**src/design/psor_pkg.sv**
```systemverilog
package psor_pkg;

	// Fixed field widths.
	localparam int VAL_W   = 32;
	localparam int OMEGA_W = 26;
	localparam int TOL_W   = 31;
	localparam int NODES_W = 5;
	localparam int COUNT_W = 16;
	localparam int INDEX_W = 4;
	localparam int CFG_IDX_W = 3;

	// Register indexes of the configuration port.
	localparam logic [CFG_IDX_W-1:0] REG_OBSTACLE = 3'd0;
	localparam logic [CFG_IDX_W-1:0] REG_SOURCE   = 3'd1;
	localparam logic [CFG_IDX_W-1:0] REG_OMEGA    = 3'd2;
	localparam logic [CFG_IDX_W-1:0] REG_TOL      = 3'd3;
	localparam logic [CFG_IDX_W-1:0] REG_NODES    = 3'd4;

	// Register values after reset.
	localparam logic signed [VAL_W-1:0] RST_OBSTACLE = 32'sd16777216;
	localparam logic signed [VAL_W-1:0] RST_SOURCE   = 32'sd1092267;
	localparam logic [OMEGA_W-1:0]      RST_OMEGA    = 26'd30198989;
	localparam logic [TOL_W-1:0]        RST_TOL      = 31'd168;
	localparam logic [NODES_W-1:0]      RST_NODES    = 5'd15;

	typedef enum logic [1:0] {
		ST_IDLE,
		ST_CALC,
		ST_EMIT,
		ST_ROTATE
	} psor_state_t;

	// Commands from the controller to the datapath.
	typedef struct packed {
		logic start;
		logic mult;
		logic commit;
		logic rotate;
	} psor_cmd_t;

	// Status from the datapath to the controller.
	typedef struct packed {
		logic out_free;
		logic node_last;
		logic rot_done;
	} psor_status_t;

endpackage

```
**src/design/psor_ctrl.sv**
```systemverilog
module psor_ctrl
	import psor_pkg::*;
(
	input  logic         clk,
	input  logic         arst_n,
	input  logic         in_valid,
	output logic         in_ready,
	input  psor_status_t status,
	output psor_cmd_t    cmd
);

	psor_state_t state_q, state_d;

	// State register.
	always_ff @(posedge clk or negedge arst_n) begin
		if (!arst_n) begin
			state_q <= ST_IDLE;
		end else begin
			state_q <= state_d;
		end
	end

	// Next state and commands.
	always_comb begin
		state_d  = state_q;
		cmd      = '0;
		in_ready = 1'b0;
		case (state_q)
			ST_IDLE: begin
				in_ready = 1'b1;
				if (in_valid) begin
					cmd.start = 1'b1;
					state_d   = ST_CALC;
				end
			end
			ST_CALC: begin
				cmd.mult = 1'b1;
				state_d  = ST_EMIT;
			end
			ST_EMIT: begin
				if (status.out_free) begin
					cmd.commit = 1'b1;
					if (!status.node_last) begin
						state_d = ST_CALC;
					end else if (status.rot_done) begin
						state_d = ST_IDLE;
					end else begin
						state_d = ST_ROTATE;
					end
				end
			end
			ST_ROTATE: begin
				cmd.rotate = 1'b1;
				if (status.rot_done) begin
					state_d = ST_IDLE;
				end
			end
			default: begin
				state_d = ST_IDLE;
			end
		endcase
	end

endmodule

```
**config.mk**
```make
export PLATFORM = sky130hd
export DESIGN_NAME = psor_ctrl
export DESIGN_NICKNAME = d
export VERILOG_FILES = /design/src/design/psor_pkg.sv /design/src/design/psor_ctrl.sv
export SDC_FILE = /design/constraint.sdc
export NUM_CORES = 1
export LEC_CHECK = 0
export ABC_AREA = 1
export BUFFER_PORTS_ARGS = -buffer_cell sky130_fd_sc_hd__clkbuf_2
export CORE_AREA = 2 2 39 41
export CTS_CLUSTER_DIAMETER = 120
export DETAILED_ROUTE_END_ITERATION = 12
export DIE_AREA = 0 0 41 43
export SLEW_MARGIN = 20
export SYNTH_ARGS = -nofsm -noshare
export SYNTH_HDL_FRONTEND = slang
export SYNTH_SLANG_ARGS = --single-unit
```
**constraint.sdc**
```tcl
create_clock -name clk -period 1 [get_ports clk]
set_input_delay 0.25 -clock clk [delete_from_list [all_inputs] [get_ports clk]]
set_output_delay 0.25 -clock clk [all_outputs]
set_load 0.03 [all_outputs]
```
Word level (Yosys, flattened, before mapping)
Cells that the tools add are included.
Operators by class
  equality and inequality tests: 6
  muxes and demuxes: 13
  reductions and logical operators: 2
Operators by type and width (count)
  $mux 2: 5
  $pmux 2 s4: 1
  $mux 1: 7
  $ne 2x2->1 const B: 3
  $eq 2x2->1 const B: 2
  $reduce_and 3->1: 1
  $eq 2x1->1 const B: 1
  $logic_not 2->1: 1
Word-level totals
  input port bits: 6
  output and inout port bits: 5
  bits in registers: 2

Logic depth before layout (Yosys ltp)
  depth in word-level cells: 4
  mapped depth: 6
  gate-level depth less buffers: 6

Worst setup path before layout
OpenSTA, ideal clock, no wires.
  path kind: register -> output
  start point: reg state_q[1]
  end point: out cmd[1] in the netlist's numbering
  arrival: 1.174 ns
  cell stages (with the launch flop): 3
  setup slack: -0.424 ns
  cell sequence: dfrtp_1 inv_1 nor3_1
RTL lines
  from (decl): RTL line psor_ctrl.sv:12  | psor_state_t state_q, state_d;
  from (signal assigned): RTL line psor_ctrl.sv:19  | state_q <= state_d;
  to (decl): RTL line psor_ctrl.sv:9  | output psor_cmd_t cmd

==> results.json <==
{
  "status": "complete, but fails checks",
  "violations": "negative setup slack",
  "power.density_mw_per_mm2": 3450,
  "worstMarginPinSlew_ns": 0.206,
  "clk_root_buffer_cell": "clkbuf_4",
  "final.period_utilization": 1.32,
  "synth_nets": 34,
  "cts.sinks": 2,
  "grt_pass1_wl_um": 779,
  "gp_congestion": 0.650,
  "finalNetCount": 55,
  "ant_nets": 0,
  "rsz0062_at_grt": "yes",
  "largest_reg_flops": 2,
  "grt_start_max_net_pins": 7,
  "drive_gt1_frac": 0.574,
  "clock_skew_ns": 0.00109,
  "cts_max_level": 1,
  "drc": 0,
  "post_dp_cell_area_um2": 287,
  "cts_tree": "built",
  "crit_required_ns": 0.75,
  "dp_slack_ns": -0.125,
  "grt_usage": 0.0683,
  "syn_inst": 28,
  "viasPerCell": 3.59,
  "hp-class": "input pin to register",
  "hold_ws_ns": 0.332,
  "setup_viol_count_final": 7,
  "fillCellCount": 162,
  "die_x_um": 41,
  "final.setup.tns_ns": -1.53,
  "worstSetupStartpointType": "register",
  "crit_path_end_kind": "output port",
  "final_cells": 63,
  "wl_per_cell_um": 8.00,
  "fmax_ghz": 0.760,
  "place_inst": 56,
  "area_growth_pct": 142,
  "hold_violations": 0,
  "synth_area_um2": 161,
  "clk_path_buf_depth": 2,
  "diodes": 0,
  "rows": 14,
  "synth_area_per_cell_um2": 5.76,
  "port_buffers": 10,
  "seq_area_frac_synth": 0.310,
  "start_util": 0.117,
  "antenna_found_initial": 0,
  "multiInputGateArea_um2": 128,
  "wl_um": 504,
  "design.core.area_mm2": 0.00138,
  "largest_register": "state_q",
  "synth_cell_types": 11,
  "p_leak_nw": 0.212,
  "worstPathArrival_ns": 1.07,
  "relSlewSlack": 0.863,
  "vias": 226,
  "clk_latency_ns": 0.22,
  "r2r_setup_slack_ns": -0.11,
  "total_power_mw": 1.35,
  "yosysWarningCount": 0,
  "die_y_um": 43,
  "grt_pass1_vias": 228,
  "min_period_ns": 1.32,
  "num_io_pins": 11,
  "die-area_mm2": 0.00176,
  "cts_buffers": 3,
  "final_cell_area_um2": 390,
  "slew_viol_final": 0,
  "setup_ws_ns": -0.315,
  "hpwl_um": 372,
  "clk_pin_slew_ns": 0.03,
  "crit_fanout": 6,
  "yosys_register_bits": 2,
  "reg_top3": "state_q: 2 flops",
  "drtPass1Iterations": 1,
  "drt_iter0_drc": 0,
  "final_util": 0.282,
  "drv_cap": 0,
  "grt.overflow.total": 0,
  "ir_drop_v": 0.000799,
  "path_class": "register to output port",
  "seqCellArea_um2": 52.6
}
[cell usage in the layout (no fill, tap or decap), drive strengths merged]
cell type     n
clkbuf       10
buf           8
nand2         7
inv           7
nor2          6
nor3          2
dfrtp         2
or2           1
nand3         1
a21oi         1
a21o          1
dlygate4sd3   1
[per-layer routing]
metal / vias to the layer above / GRT usage / share of wire
met5: - / 0 / 0
li1: 122 / - / -
met3: 0 / 0.0314 / 0.042
met1: 98 / 0.0645 / 0.38
met2: 6 / 0.103 / 0.58
met4: 0 / 0.0600 / 0
[kinds of logic after synthesis]
logic type,after synthesis,share of synthesized area
flip-flops,2,0.310
AO/OA/AOI/OAI,2,0.0775
buffers and inverters,7,0.163
AND/OR/NAND/NOR,17,0.450
[cell usage after synthesis, drive strengths merged]
cell	instances	area share
nand3	1	0.031
a21o	1	0.047
dfrtp	2	0.31
nor2	6	0.16
inv	7	0.16
nor3	2	0.062
a21oi	1	0.031
or2	1	0.039
nand2	7	0.16
[where the power goes]
group	internal [mW]	leakage (nW)	switching (mW)
clock network	0.133	0.0138	0.0473
logic	0.449	0.176	0.452
registers	0.133	0.0218	0.132
[area by class of cell]
class | count | area share
multi-input cells | 19 | 0.327
clock buffers | 3 | 0.0577
repair buffers | 16 | 0.362
inverters | 7 | 0.0673
flip-flops and latches | 2 | 0.135
well taps | 16 | 0.0513
[worst max-delay path, stage by stage, from the launching register on]
cell and delay, ns:
dfrtp_2 0.47, nor3_4 0.20, clkbuf_8 0.17
[timing repair]
action,4_1_cts,5_1_grt
endpoints found under the setup margin,7,7
cloned,0,0
hold endpoints to repair,2,0
buffers inserted,1,3
gates resized for setup,10,5
hold buffers,1,0
pin swaps,0,5
[path summary, 6_finish.rpt]
path,start,to,cells after the start
max,state_q[0],cmd[1],2
min,status[1],state_q[0],4
max reg2reg,state_q[1],state_q[1],7
min reg2reg,state_q[0],state_q[1],4
max in group asynchronous,arst_n,state_q[0],2
min in group asynchronous,arst_n,state_q[1],2
(Power assumes the default switching activity.)
